### src/rtl/awsc_pkg.sv
// ----------------------------------------------------------------------------
// Audio window sound classifier package
// Shared types and constants: register map, register reset values, the
// configuration bundle and the fixed widths of the result fields.
// ----------------------------------------------------------------------------
`default_nettype none

package awsc_pkg;

	// Fixed field widths.
	localparam int SAMPLE_W = 16;
	localparam int CFG_W    = 16;
	localparam int RMS_W    = 16;
	localparam int PEAK_W   = 23;
	localparam int MEAN_W   = 31;   // a mean of Q15 squares never exceeds 2^30
	localparam int ADDR_W   = 5;
	localparam int IDX_W    = 3;

	// Peak change is reported in hundredths.
	localparam logic [PEAK_W-1:0] PEAK_SCALE = 23'd100;

	// Register indexes (byte address is four times the index).
	localparam logic [IDX_W-1:0] REG_CRY_RMS_LOW     = 3'd0;
	localparam logic [IDX_W-1:0] REG_CRY_RMS_HIGH    = 3'd1;
	localparam logic [IDX_W-1:0] REG_SCREAM_RMS_HIGH = 3'd2;
	localparam logic [IDX_W-1:0] REG_JUMP_THRESHOLD  = 3'd3;
	localparam logic [IDX_W-1:0] REG_CRY_RATIO       = 3'd4;
	localparam logic [IDX_W-1:0] REG_VOICE_RMS_LOW   = 3'd5;
	localparam logic [IDX_W-1:0] REG_VOICE_RMS_HIGH  = 3'd6;

	// Register reset values.
	localparam logic [CFG_W-1:0] RST_CRY_RMS_LOW     = 16'd22938;
	localparam logic [CFG_W-1:0] RST_CRY_RMS_HIGH    = 16'd29491;
	localparam logic [CFG_W-1:0] RST_SCREAM_RMS_HIGH = 16'd32768;
	localparam logic [CFG_W-1:0] RST_JUMP_THRESHOLD  = 16'd22938;
	localparam logic [CFG_W-1:0] RST_CRY_RATIO       = 16'd13107;
	localparam logic [CFG_W-1:0] RST_VOICE_RMS_LOW   = 16'd9830;
	localparam logic [CFG_W-1:0] RST_VOICE_RMS_HIGH  = 16'd24576;

	// Configuration bundle handed from the register file to the datapath.
	typedef struct packed {
		logic [CFG_W-1:0] cry_rms_low;
		logic [CFG_W-1:0] cry_rms_high;
		logic [CFG_W-1:0] scream_rms_high;
		logic [CFG_W-1:0] jump_threshold;
		logic [CFG_W-1:0] cry_ratio;
		logic [CFG_W-1:0] voice_rms_low;
		logic [CFG_W-1:0] voice_rms_high;
	} cfg_t;

endpackage

`default_nettype wire

### src/rtl/audio_window_sound_classifier.sv
// A window's result word is formed after its last sample by the bit-serial
// divider and the 16-step square root in the back end.
// Throughput: one sample per cycle while the two-entry record queue is not full;
// the back end works on one window at a time, and the queue absorbs short windows.
// Reset clears the window sums, the queue and the output; registers take defaults.
// ----------------------------------------------------------------------------
// Audio window sound classifier
// Accumulates energy statistics of a sample window and reports RMS, peak
// change and the crying, screaming and voice-activity decisions.
// ----------------------------------------------------------------------------
`default_nettype none

module audio_window_sound_classifier #(
	parameter  int MAX_SAMPLES = 1024,
	localparam int CNT_W = $clog2(MAX_SAMPLES + 1),
	localparam int SQ_W  = 30 + CNT_W,
	localparam int JE_W  = 32 + CNT_W,
	localparam int REC_W = SQ_W + JE_W + awsc_pkg::SAMPLE_W + CNT_W + 1,
	localparam int OUT_W = ((58 + CNT_W + 7) / 8) * 8
) (
	input  wire logic                          clk,
	input  wire logic                          arst_n,
	// Sample stream
	input  wire logic                          s_tvalid,
	output logic                               s_tready,
	input  wire logic [awsc_pkg::SAMPLE_W-1:0] s_tdata,  // [15:0] sample
	input  wire logic                          s_tlast,  // last sample of the window
	// Result stream
	output logic                               m_tvalid,
	input  wire logic                          m_tready,
	// From bit 0 up: rms_level(16), peak_change(23), crying(1), screaming(1),
	// voice_activity(16), sample_count(CNT_W), window_overflow(1), zero padding
	output logic      [OUT_W-1:0]              m_tdata,
	// Configuration port
	input  wire logic                          psel,
	input  wire logic                          penable,
	input  wire logic                          pwrite,
	input  wire logic [awsc_pkg::ADDR_W-1:0]   paddr,
	input  wire logic [31:0]                   pwdata,
	output logic      [31:0]                   prdata,
	output logic                               pready
);

	awsc_pkg::cfg_t    cfg;
	logic              q_full;
	logic              q_empty;
	logic              q_push;
	logic              q_pop;
	logic [REC_W-1:0]  q_wrec;
	logic [REC_W-1:0]  q_rrec;

	// Threshold registers.
	awsc_regs u_regs (
		.clk     (clk),
		.arst_n  (arst_n),
		.psel    (psel),
		.penable (penable),
		.pwrite  (pwrite),
		.paddr   (paddr),
		.pwdata  (pwdata),
		.prdata  (prdata),
		.pready  (pready),
		.cfg     (cfg)
	);

	// Per-sample accumulation.
	awsc_front #(
		.MAX_SAMPLES (MAX_SAMPLES)
	) u_front (
		.clk      (clk),
		.arst_n   (arst_n),
		.cfg      (cfg),
		.s_tvalid (s_tvalid),
		.s_tready (s_tready),
		.s_tdata  (s_tdata),
		.s_tlast  (s_tlast),
		.q_full   (q_full),
		.q_push   (q_push),
		.q_rec    (q_wrec)
	);

	// Finished window records.
	awsc_fifo #(
		.W (REC_W)
	) u_fifo (
		.clk    (clk),
		.arst_n (arst_n),
		.push   (q_push),
		.wdata  (q_wrec),
		.pop    (q_pop),
		.rdata  (q_rrec),
		.full   (q_full),
		.empty  (q_empty)
	);

	// Window-end arithmetic and classification.
	awsc_back #(
		.CNT_W (CNT_W)
	) u_back (
		.clk      (clk),
		.arst_n   (arst_n),
		.cfg      (cfg),
		.q_rec    (q_rrec),
		.q_empty  (q_empty),
		.q_pop    (q_pop),
		.m_tvalid (m_tvalid),
		.m_tready (m_tready),
		.m_tdata  (m_tdata)
	);

endmodule

`default_nettype wire

### src/rtl/awsc_regs.sv
// ----------------------------------------------------------------------------
// Configuration register file
// APB-style slave holding the seven classifier thresholds.
// ----------------------------------------------------------------------------
`default_nettype none

module awsc_regs (
	input  wire logic                        clk,
	input  wire logic                        arst_n,
	input  wire logic                        psel,
	input  wire logic                        penable,
	input  wire logic                        pwrite,
	input  wire logic [awsc_pkg::ADDR_W-1:0] paddr,
	input  wire logic [31:0]                 pwdata,
	output logic      [31:0]                 prdata,
	output logic                             pready,
	output awsc_pkg::cfg_t                   cfg
);

	awsc_pkg::cfg_t              cfg_q;
	logic                        wr_en;
	logic [awsc_pkg::IDX_W-1:0]  idx;
	logic [awsc_pkg::CFG_W-1:0]  wval;
	logic [awsc_pkg::CFG_W-1:0]  rval;

	assign pready = 1'b1;
	assign wr_en  = psel && penable && pwrite;
	assign idx    = paddr[awsc_pkg::ADDR_W-1:2];
	assign wval   = pwdata[awsc_pkg::CFG_W-1:0];
	assign cfg    = cfg_q;

	// Register writes in the access cycle.
	always_ff @(posedge clk or negedge arst_n) begin
		if (!arst_n) begin
			cfg_q.cry_rms_low     <= awsc_pkg::RST_CRY_RMS_LOW;
			cfg_q.cry_rms_high    <= awsc_pkg::RST_CRY_RMS_HIGH;
			cfg_q.scream_rms_high <= awsc_pkg::RST_SCREAM_RMS_HIGH;
			cfg_q.jump_threshold  <= awsc_pkg::RST_JUMP_THRESHOLD;
			cfg_q.cry_ratio       <= awsc_pkg::RST_CRY_RATIO;
			cfg_q.voice_rms_low   <= awsc_pkg::RST_VOICE_RMS_LOW;
			cfg_q.voice_rms_high  <= awsc_pkg::RST_VOICE_RMS_HIGH;
		end else if (wr_en) begin
			unique case (idx)
				awsc_pkg::REG_CRY_RMS_LOW:     cfg_q.cry_rms_low     <= wval;
				awsc_pkg::REG_CRY_RMS_HIGH:    cfg_q.cry_rms_high    <= wval;
				awsc_pkg::REG_SCREAM_RMS_HIGH: cfg_q.scream_rms_high <= wval;
				awsc_pkg::REG_JUMP_THRESHOLD:  cfg_q.jump_threshold  <= wval;
				awsc_pkg::REG_CRY_RATIO:       cfg_q.cry_ratio       <= wval;
				awsc_pkg::REG_VOICE_RMS_LOW:   cfg_q.voice_rms_low   <= wval;
				awsc_pkg::REG_VOICE_RMS_HIGH:  cfg_q.voice_rms_high  <= wval;
				default: ;
			endcase
		end
	end

	// Read-back multiplexer.
	always_comb begin
		unique case (idx)
			awsc_pkg::REG_CRY_RMS_LOW:     rval = cfg_q.cry_rms_low;
			awsc_pkg::REG_CRY_RMS_HIGH:    rval = cfg_q.cry_rms_high;
			awsc_pkg::REG_SCREAM_RMS_HIGH: rval = cfg_q.scream_rms_high;
			awsc_pkg::REG_JUMP_THRESHOLD:  rval = cfg_q.jump_threshold;
			awsc_pkg::REG_CRY_RATIO:       rval = cfg_q.cry_ratio;
			awsc_pkg::REG_VOICE_RMS_LOW:   rval = cfg_q.voice_rms_low;
			awsc_pkg::REG_VOICE_RMS_HIGH:  rval = cfg_q.voice_rms_high;
			default:                       rval = '0;
		endcase
	end

	assign prdata = {{(32-awsc_pkg::CFG_W){1'b0}}, rval};

endmodule

`default_nettype wire

### src/rtl/awsc_front.sv
// ----------------------------------------------------------------------------
// Window accumulator
// Takes one sample per cycle while the queue is not full, builds the window sums
// and hands a finished window record to the queue when the last sample arrives.
// ----------------------------------------------------------------------------
`default_nettype none

module awsc_front #(
	parameter  int MAX_SAMPLES = 1024,
	localparam int CNT_W = $clog2(MAX_SAMPLES + 1),
	localparam int SQ_W  = 30 + CNT_W,
	localparam int JE_W  = 32 + CNT_W,
	localparam int REC_W = SQ_W + JE_W + awsc_pkg::SAMPLE_W + CNT_W + 1
) (
	input  wire logic                          clk,
	input  wire logic                          arst_n,
	input  wire awsc_pkg::cfg_t                cfg,
	input  wire logic                          s_tvalid,
	output logic                               s_tready,
	input  wire logic [awsc_pkg::SAMPLE_W-1:0] s_tdata,  // sample
	input  wire logic                          s_tlast,  // last sample of the window
	input  wire logic                          q_full,
	output logic                               q_push,
	output logic      [REC_W-1:0]              q_rec
);

	logic [SQ_W-1:0]               sq_q, sq_nxt;
	logic [JE_W-1:0]               je_q, je_nxt;
	logic [awsc_pkg::SAMPLE_W-1:0] mj_q, mj_nxt;
	logic [awsc_pkg::SAMPLE_W-1:0] prev_q, prev_nxt;
	logic [CNT_W-1:0]              tally_q, tally_nxt;
	logic                          ovf_q, ovf_nxt;

	logic                          accept;
	logic                          full;
	logic signed [15:0]            smp;
	logic signed [31:0]            smp_sq;
	logic signed [16:0]            diff;
	logic [15:0]                   dmag;
	logic [31:0]                   dmag_sq;

	assign s_tready = !q_full;
	assign accept   = s_tvalid && s_tready;
	assign q_push   = accept && s_tlast;

	// Per-sample arithmetic: square of the sample and of the step to it.
	assign smp     = s_tdata;
	assign smp_sq  = smp * smp;
	assign diff    = {smp[15], smp} - {prev_q[15], prev_q};
	assign dmag    = diff[16] ? 16'(-diff) : diff[15:0];
	assign dmag_sq = dmag * dmag;
	assign full    = (tally_q == CNT_W'(MAX_SAMPLES));

	// Next window state; samples past the limit only mark the overflow.
	always_comb begin
		sq_nxt    = sq_q;
		je_nxt    = je_q;
		mj_nxt    = mj_q;
		prev_nxt  = prev_q;
		tally_nxt = tally_q;
		ovf_nxt   = ovf_q;
		if (full) begin
			ovf_nxt = 1'b1;
		end else begin
			sq_nxt    = sq_q + SQ_W'($unsigned(smp_sq));
			prev_nxt  = s_tdata;
			tally_nxt = tally_q + 1'b1;
			if (tally_q != '0) begin
				if (dmag > cfg.jump_threshold) begin
					je_nxt = je_q + JE_W'(dmag_sq);
				end
				if (dmag > mj_q) begin
					mj_nxt = dmag;
				end
			end
		end
	end

	assign q_rec = {ovf_nxt, tally_nxt, mj_nxt, je_nxt, sq_nxt};

	// Window registers; cleared once the window's record is queued.
	always_ff @(posedge clk or negedge arst_n) begin
		if (!arst_n) begin
			sq_q    <= '0;
			je_q    <= '0;
			mj_q    <= '0;
			prev_q  <= '0;
			tally_q <= '0;
			ovf_q   <= 1'b0;
		end else if (accept) begin
			if (s_tlast) begin
				sq_q    <= '0;
				je_q    <= '0;
				mj_q    <= '0;
				prev_q  <= '0;
				tally_q <= '0;
				ovf_q   <= 1'b0;
			end else begin
				sq_q    <= sq_nxt;
				je_q    <= je_nxt;
				mj_q    <= mj_nxt;
				prev_q  <= prev_nxt;
				tally_q <= tally_nxt;
				ovf_q   <= ovf_nxt;
			end
		end
	end

endmodule

`default_nettype wire

### src/rtl/awsc_fifo.sv
// ----------------------------------------------------------------------------
// Window record queue
// Two-entry queue between the accumulator and the classifier back end.
// ----------------------------------------------------------------------------
`default_nettype none

module awsc_fifo #(
	parameter int W = 8
) (
	input  wire logic         clk,
	input  wire logic         arst_n,
	input  wire logic         push,
	input  wire logic [W-1:0] wdata,
	input  wire logic         pop,
	output logic      [W-1:0] rdata,
	output logic              full,
	output logic              empty
);

	logic [W-1:0] mem_q [2];
	logic         wptr_q;
	logic         rptr_q;
	logic [1:0]   count_q;

	assign full  = (count_q == 2'd2);
	assign empty = (count_q == 2'd0);
	assign rdata = mem_q[rptr_q];

	// Entry storage.
	always_ff @(posedge clk) begin
		if (push) begin
			mem_q[wptr_q] <= wdata;
		end
	end

	// Pointers and fill count.
	always_ff @(posedge clk or negedge arst_n) begin
		if (!arst_n) begin
			wptr_q  <= 1'b0;
			rptr_q  <= 1'b0;
			count_q <= 2'd0;
		end else begin
			if (push) begin
				wptr_q <= !wptr_q;
			end
			if (pop) begin
				rptr_q <= !rptr_q;
			end
			if (push && !pop) begin
				count_q <= count_q + 2'd1;
			end else if (pop && !push) begin
				count_q <= count_q - 2'd1;
			end
		end
	end

endmodule

`default_nettype wire

### src/rtl/awsc_back.sv
// ----------------------------------------------------------------------------
// Window classifier back end
// Divides the square sum by the sample count, takes the integer square root,
// forms the energy-ratio test and the band decisions, and holds the result.
// ----------------------------------------------------------------------------
`default_nettype none

module awsc_back #(
	parameter  int CNT_W = 11,
	localparam int SQ_W  = 30 + CNT_W,
	localparam int JE_W  = 32 + CNT_W,
	localparam int REC_W = SQ_W + JE_W + awsc_pkg::SAMPLE_W + CNT_W + 1,
	localparam int RES_W = 58 + CNT_W,
	localparam int OUT_W = ((RES_W + 7) / 8) * 8
) (
	input  wire logic              clk,
	input  wire logic              arst_n,
	input  wire awsc_pkg::cfg_t    cfg,
	input  wire logic [REC_W-1:0]  q_rec,
	input  wire logic              q_empty,
	output logic                   q_pop,
	output logic                   m_tvalid,
	input  wire logic              m_tready,
	output logic      [OUT_W-1:0]  m_tdata
);

	localparam int NCH   = (SQ_W + 15) / 16;
	localparam int CH_W  = (NCH > 2) ? $clog2(NCH) : 1;
	localparam int PR_W  = SQ_W + 16;
	localparam int DC_W  = $clog2(SQ_W);
	localparam int MEAN_W = awsc_pkg::MEAN_W;
	localparam int RMS_W  = awsc_pkg::RMS_W;

	localparam logic [1:0] ST_IDLE = 2'd0;
	localparam logic [1:0] ST_DIV  = 2'd1;
	localparam logic [1:0] ST_SQRT = 2'd2;
	localparam logic [1:0] ST_OUT  = 2'd3;

	logic [1:0]                    state_q;

	// Window record under work.
	logic [SQ_W-1:0]               sq_q;
	logic [JE_W-1:0]               je_q;
	logic [awsc_pkg::SAMPLE_W-1:0] mj_q;
	logic [CNT_W-1:0]              tally_q;
	logic                          ovf_q;

	// Divider.
	logic [SQ_W-1:0]               dvd_q, dvd_nxt;
	logic [CNT_W-1:0]              rem_q;
	logic [CNT_W:0]                trial;
	logic                          qbit;
	logic [DC_W-1:0]               dcnt_q;

	// Square root.
	logic [MEAN_W-1:0]             v_q;
	logic [MEAN_W:0]               root_q;
	logic [MEAN_W-1:0]             bit_q;
	logic [MEAN_W:0]               rtry;

	// Ratio product, one 16-bit slice of the square sum per cycle.
	logic [NCH*16-1:0]             sq_pad;
	logic [15:0]                   chunk;
	logic [31:0]                   prod;
	logic [PR_W-1:0]               acc_q;
	logic [CH_W-1:0]               midx_q;
	logic                          mbusy_q;
	logic                          ratio_ok_q;

	// Result.
	logic [RMS_W-1:0]              rms;
	logic [awsc_pkg::PEAK_W-1:0]   peak;
	logic                          crying;
	logic                          screaming;
	logic [RMS_W-1:0]              voice;
	logic                          out_free;
	logic                          m_tvalid_q;
	logic [OUT_W-1:0]              m_tdata_q;

	assign q_pop    = (state_q == ST_IDLE) && !q_empty;
	assign out_free = !m_tvalid_q || m_tready;
	assign m_tvalid = m_tvalid_q;
	assign m_tdata  = m_tdata_q;

	// One restoring divide step.
	assign trial   = {rem_q, dvd_q[SQ_W-1]};
	assign qbit    = (trial >= {1'b0, tally_q});
	assign dvd_nxt = {dvd_q[SQ_W-2:0], qbit};

	// One square-root digit.
	assign rtry = root_q + {1'b0, bit_q};

	// Slice product for the ratio test.
	assign sq_pad = (NCH*16)'(sq_q);
	assign chunk  = sq_pad[{midx_q, 4'b0000} +: 16];
	assign prod   = cfg.cry_ratio * chunk;

	// Band decisions on the finished RMS.
	assign rms       = root_q[RMS_W-1:0];
	assign peak      = awsc_pkg::PEAK_W'(mj_q) * awsc_pkg::PEAK_SCALE;
	assign crying    = (rms > cfg.cry_rms_low) && (rms < cfg.cry_rms_high) && ratio_ok_q;
	assign screaming = (rms > cfg.cry_rms_high) && (rms < cfg.scream_rms_high);

	always_comb begin
		voice = '0;
		if ((rms >= cfg.voice_rms_low) && (rms <= cfg.voice_rms_high)) begin
			if (rms[RMS_W-1:RMS_W-2] != 2'b00) begin
				voice = {1'b1, {(RMS_W-1){1'b0}}};
			end else begin
				voice = {rms[RMS_W-2:0], 1'b0};
			end
		end
	end

	// Datapath registers, loaded without reset.
	always_ff @(posedge clk) begin
		unique case (state_q)
			ST_IDLE: begin
				if (!q_empty) begin
					sq_q    <= q_rec[SQ_W-1:0];
					je_q    <= q_rec[SQ_W +: JE_W];
					mj_q    <= q_rec[SQ_W+JE_W +: awsc_pkg::SAMPLE_W];
					tally_q <= q_rec[SQ_W+JE_W+awsc_pkg::SAMPLE_W +: CNT_W];
					ovf_q   <= q_rec[REC_W-1];
					dvd_q   <= q_rec[SQ_W-1:0];
					rem_q   <= '0;
					acc_q   <= '0;
					midx_q  <= CH_W'(NCH - 1);
				end
			end
			ST_DIV: begin
				dvd_q <= dvd_nxt;
				rem_q <= qbit ? CNT_W'(trial - {1'b0, tally_q}) : trial[CNT_W-1:0];
				if (mbusy_q) begin
					acc_q  <= (acc_q << 16) + PR_W'(prod);
					midx_q <= midx_q - 1'b1;
				end
				if (dcnt_q == DC_W'(SQ_W - 1)) begin
					v_q    <= dvd_nxt[MEAN_W-1:0];
					root_q <= '0;
					bit_q  <= {1'b1, {(MEAN_W-1){1'b0}}};
				end
			end
			ST_SQRT: begin
				if (v_q >= rtry[MEAN_W-1:0] && !rtry[MEAN_W]) begin
					v_q    <= v_q - rtry[MEAN_W-1:0];
					root_q <= (root_q >> 1) + {1'b0, bit_q};
				end else begin
					root_q <= root_q >> 1;
				end
				bit_q      <= bit_q >> 2;
				ratio_ok_q <= (sq_q != '0) && ({je_q, 15'b0} > acc_q);
			end
			ST_OUT: ;
			default: ;
		endcase
	end

	// Sequencer and output word register.
	always_ff @(posedge clk or negedge arst_n) begin
		if (!arst_n) begin
			state_q    <= ST_IDLE;
			dcnt_q     <= '0;
			mbusy_q    <= 1'b0;
			m_tvalid_q <= 1'b0;
			m_tdata_q  <= '0;
		end else begin
			// The output word stays valid until the receiver takes it.
			if (state_q == ST_OUT && out_free) begin
				m_tvalid_q <= 1'b1;
			end else if (m_tready) begin
				m_tvalid_q <= 1'b0;
			end
			unique case (state_q)
				ST_IDLE: begin
					if (!q_empty) begin
						state_q <= ST_DIV;
						dcnt_q  <= '0;
						mbusy_q <= 1'b1;
					end
				end
				ST_DIV: begin
					dcnt_q <= dcnt_q + 1'b1;
					if (mbusy_q && midx_q == '0) begin
						mbusy_q <= 1'b0;
					end
					if (dcnt_q == DC_W'(SQ_W - 1)) begin
						state_q <= ST_SQRT;
					end
				end
				ST_SQRT: begin
					if (bit_q[0]) begin
						state_q <= ST_OUT;
					end
				end
				ST_OUT: begin
					if (out_free) begin
						m_tdata_q  <= OUT_W'({ovf_q, tally_q, voice, screaming, crying,
							peak, rms});
						state_q    <= ST_IDLE;
					end
				end
				default: state_q <= ST_IDLE;
			endcase
		end
	end

endmodule

`default_nettype wire
### config.mk
export PLATFORM = sky130hd
export DESIGN_NAME = audio_window_sound_classifier
export DESIGN_NICKNAME = d
export VERILOG_FILES = /design/src/rtl/awsc_pkg.sv /design/src/rtl/audio_window_sound_classifier.sv /design/src/rtl/awsc_regs.sv /design/src/rtl/awsc_front.sv /design/src/rtl/awsc_fifo.sv /design/src/rtl/awsc_back.sv
export SDC_FILE = /design/constraint.sdc
export NUM_CORES = 2
export LEC_CHECK = 0
export BUFFER_PORTS_ARGS = -buffer_cell sky130_fd_sc_hd__buf_2
export CORE_MARGIN = 2
export CORE_UTILIZATION = 45
export DETAILED_ROUTE_END_ITERATION = 7
export PLACE_DENSITY = 0.66
export SYNTH_ARGS = -nofsm -noshare
export SYNTH_HDL_FRONTEND = slang
export SYNTH_SLANG_ARGS = --single-unit
### constraint.sdc
create_clock -name clk -period 10 [get_ports clk]
set_input_delay 2.5 -clock clk [delete_from_list [all_inputs] [get_ports clk]]
set_output_delay 2.5 -clock clk [all_outputs]
set_load 0.02 [all_outputs]
==> flow_summary.yaml <==
floorplanning:
  core_mm2: 0.160
  floorplan.rows: 147
  dieArea_mm2: 0.164
  ios: 168
  start_util: 0.452
  die_w_um: 405
  die_h_um: 405
worst_setup_path:
  worst_ep_required_time_ns: 10.56
  rrSetupSlack_ns: 1.05
  worstSetupStartpointType: "primary input"
  cp_slowest_cell: "fa_2"
  rr_worst_depth: 28
  crit_top_cell: "fa_1"
  r2r-start: "u_back.midx_q[0]"
  critical_path_class: "primary input to flop"
  worstSetupEndpointType: "flop"
  r2r_end: "u_back.acc_q[44]"
  crit_path_max_fanout: 5
  cp_slowest_stage_delay_ns: 0.53
  critPathArrivalTime_ns: 10.97
cells_and_area:
  syn2layout_area_growth_pct: 16.3
  layout_common_cells: "1142 x inv_1, 651 x nand2_1, 645 x fa_1"
  layout_commonest_cell: "inv_1"
  layout-drive-gt1-share: 0.195
  nets: 8972
  fin_area_mm2: 0.0841
  fill_cells: 14013
clock_tree:
  clkSlewWorstSetupHoldPaths_ns: 0.06
  numClockSinks: 847
  insertion_delay_ns: 0.72
  cts_tree: "yes"
  clockBufferDepth: 3
  htree_levels: 3
  cts_hold_buffers: 0
  cts_root_buf: "clkbuf_16"
  numCtsBuffers: 96
synth:
  yosysUniqueCellTypes: 94
  synth_top_cell_area_share: 0.219
  syn_inst: 7038
  synthArstFlopShare: 0.378
  netlist_area_mm2: 0.0723
  synth.avg_cell_area_um2: 10.3
  ys_seq_elements: 847
  synth-seq-area-share: 0.330
  synth_edf_count: 527
  synth_top_flop_cell: "edfxtp_1"
  synth_top_area_cell: "edfxtp_1"
  synthTopCellsByArea: "edfxtp_1 22%, fa_1 18%, ha_1 11%"
  ys_warn_count: 0
drt:
  drc_errors: 0
  viasPerCell: 5.38
  drt_iter0_drc: 3952
  num_vias: 52555
  drtAntennaViolNets: 0
  routed_wl_mm: 185
  drt-pass1-iter-count: 6
  wl_per_cell_um: 18.9
hold_path:
  whs_path_depth: 2
  hold_path_class: "flop to flop"
  holdPathEnd: "u_back.m_tdata[26]"
  holdCritStartpoint: "u_back.m_tdata[26]"
sta:
  rsz0062_at_grt: "true"
  max_slew_margin: 0.134
  clock_skew_ns: 0.0392
  hold_viol_final: 0
  tightest_slew_ns: 1.29
  setup_violations: 48
  fin_crit_ns: 10.40
  max_freq_mhz: 96.1
  fin_crit_sh: 1.04
  drv_slew: 0
  fin_ws_ns: -0.403
flow_run:
  drv_cap: 0
placed_design:
  placed_area_mm2: 0.0790
  hpwl_mm: 141
  port_buffers: 126
  globalplace.congestion: 0.909
grt:
  grt_usage: 0.229
  overflow: 0
  antenna_found_initial: 3
  grt_pass1_vias: 54071
  grt_max_degree: 136
  grt_pass1_wl_mm: 296
run_status:
  violations: "setup timing"
  status: "finished, violations left"
## timing repair
action / CTS / global route
setup endpoints to repair: 100 / 133
pin swaps: 88 / 76
cloned: 1 / 0
buffers inserted: 43 / 30
resized for setup: 154 / 160
## logic make-up (layout without fill, tap and decap cells)
group,count (synthesis),after routing,synth area share
AND/OR/NAND/NOR,1673,1673,0.106
AO/OA/AOI/OAI,1116,1117,0.100
other,2,25,0.000104
XOR/XNOR,317,317,0.0391
adder cells (fa/ha/maj),1310,1310,0.295
flip-flops,847,847,0.330
buffers and inverters,1438,2061,0.0766
multiplexers,335,335,0.0524
## cells in the mapped netlist (all sizes together) (23+ instances only)
cell type  instances
inv             1175
nand2            682
fa               655
ha               655
edfxtp           527
nor2             402
o21ai            315
dfrtp            277
mux2             258
a21oi            239
xnor2            197
clkbuf           196
and2             175
a21o             147
xor2             120
a22o              74
mux2i             68
buf               62
nor2b             62
nand3             59
nor3              57
nand4             56
o21a              46
and3              45
nand2b            44
dfstp             43
a31oi             41
a211oi            35
o21bai            30
a22oi             29
o22ai             27
nor4              23
## state kept, by name, indices dropped and copies added (netlist names), 32 cells and up
signal	flops
u_back.acc_q	57
u_back.dvd_q	41
u_back.je_q	43
u_back.m_tdata	66
u_back.root_q	32
u_back.sq_q	41
u_fifo.mem_q	224
u_front.je_q	43
u_front.sq_q	41
u_regs.cfg	112
## area by class of cell
cell class	count	area (um2)	share of cell area
antenna	2	5.00	0.0000595
tap	2086	2610	0.0310
timing repair buffer	701	5310	0.0632
clock inverter	62	611	0.00726
sequential	847	23900	0.284
clock buffer	118	2650	0.0315
multi-input combinational	4775	44500	0.529
inverter	1180	4480	0.0533
## per-layer routing
metal	GRT usage	wire length, um
met1	0.318	82600
met2	0.375	86900
met3	0.0311	10400
met4	0.0651	5110
met5	0.00119	0
## through the flow
stage | std cells | util | setup WS, ns | hold WS (ns) | setup TNS [ns]
global route | 9770 | 0.525 | -0.672 | 0.493 | -28.97
detailed placement | 9525 | 0.494 | -1.51 | 0.469 | -130.07
global placement | 9525 | 0.494 | -1.35 | 0.460 | -118.34
CTS | 9745 | 0.520 | -0.208 | 0.484 | -4.52
floorplan | 7059 | - | -0.587 | 0.451 | -17.83
finish | 9771 | 0.525 | -0.403 | 0.482 | -11.43
## worst max-delay path by stage
stage | end | slack [ns] | from
2_1_floorplan | u_fifo.mem_q[0][77] | -0.59 | s_tdata[0]
3_3_place_gp | u_front.je_q[35] | -1.35 | s_tdata[0]
3_5_place_dp | u_front.je_q[41] | -1.51 | s_tdata[0]
4_1_cts | u_front.je_q[35] | -0.21 | s_tdata[0]
5_1_grt | u_front.je_q[42] | -0.67 | s_tdata[1]
6_report | u_front.je_q[41] | -0.40 | s_tdata[0]
## critical path, delay by kind of cell
family | cells | cell delay, ns
AOI/OAI and AO/OA | 10 | 2.01
and+or+nand+nor | 8 | 1.45
buffers and inverters | 10 | 0.96
xor gates and xnor gates | 1 | 0.27
adders and majority gates | 9 | 3.56
muxes | 1 | 0.20
Power is not shown: default switching activity piles up to over one toggle a cycle in this logic, so the estimate is an artifact.
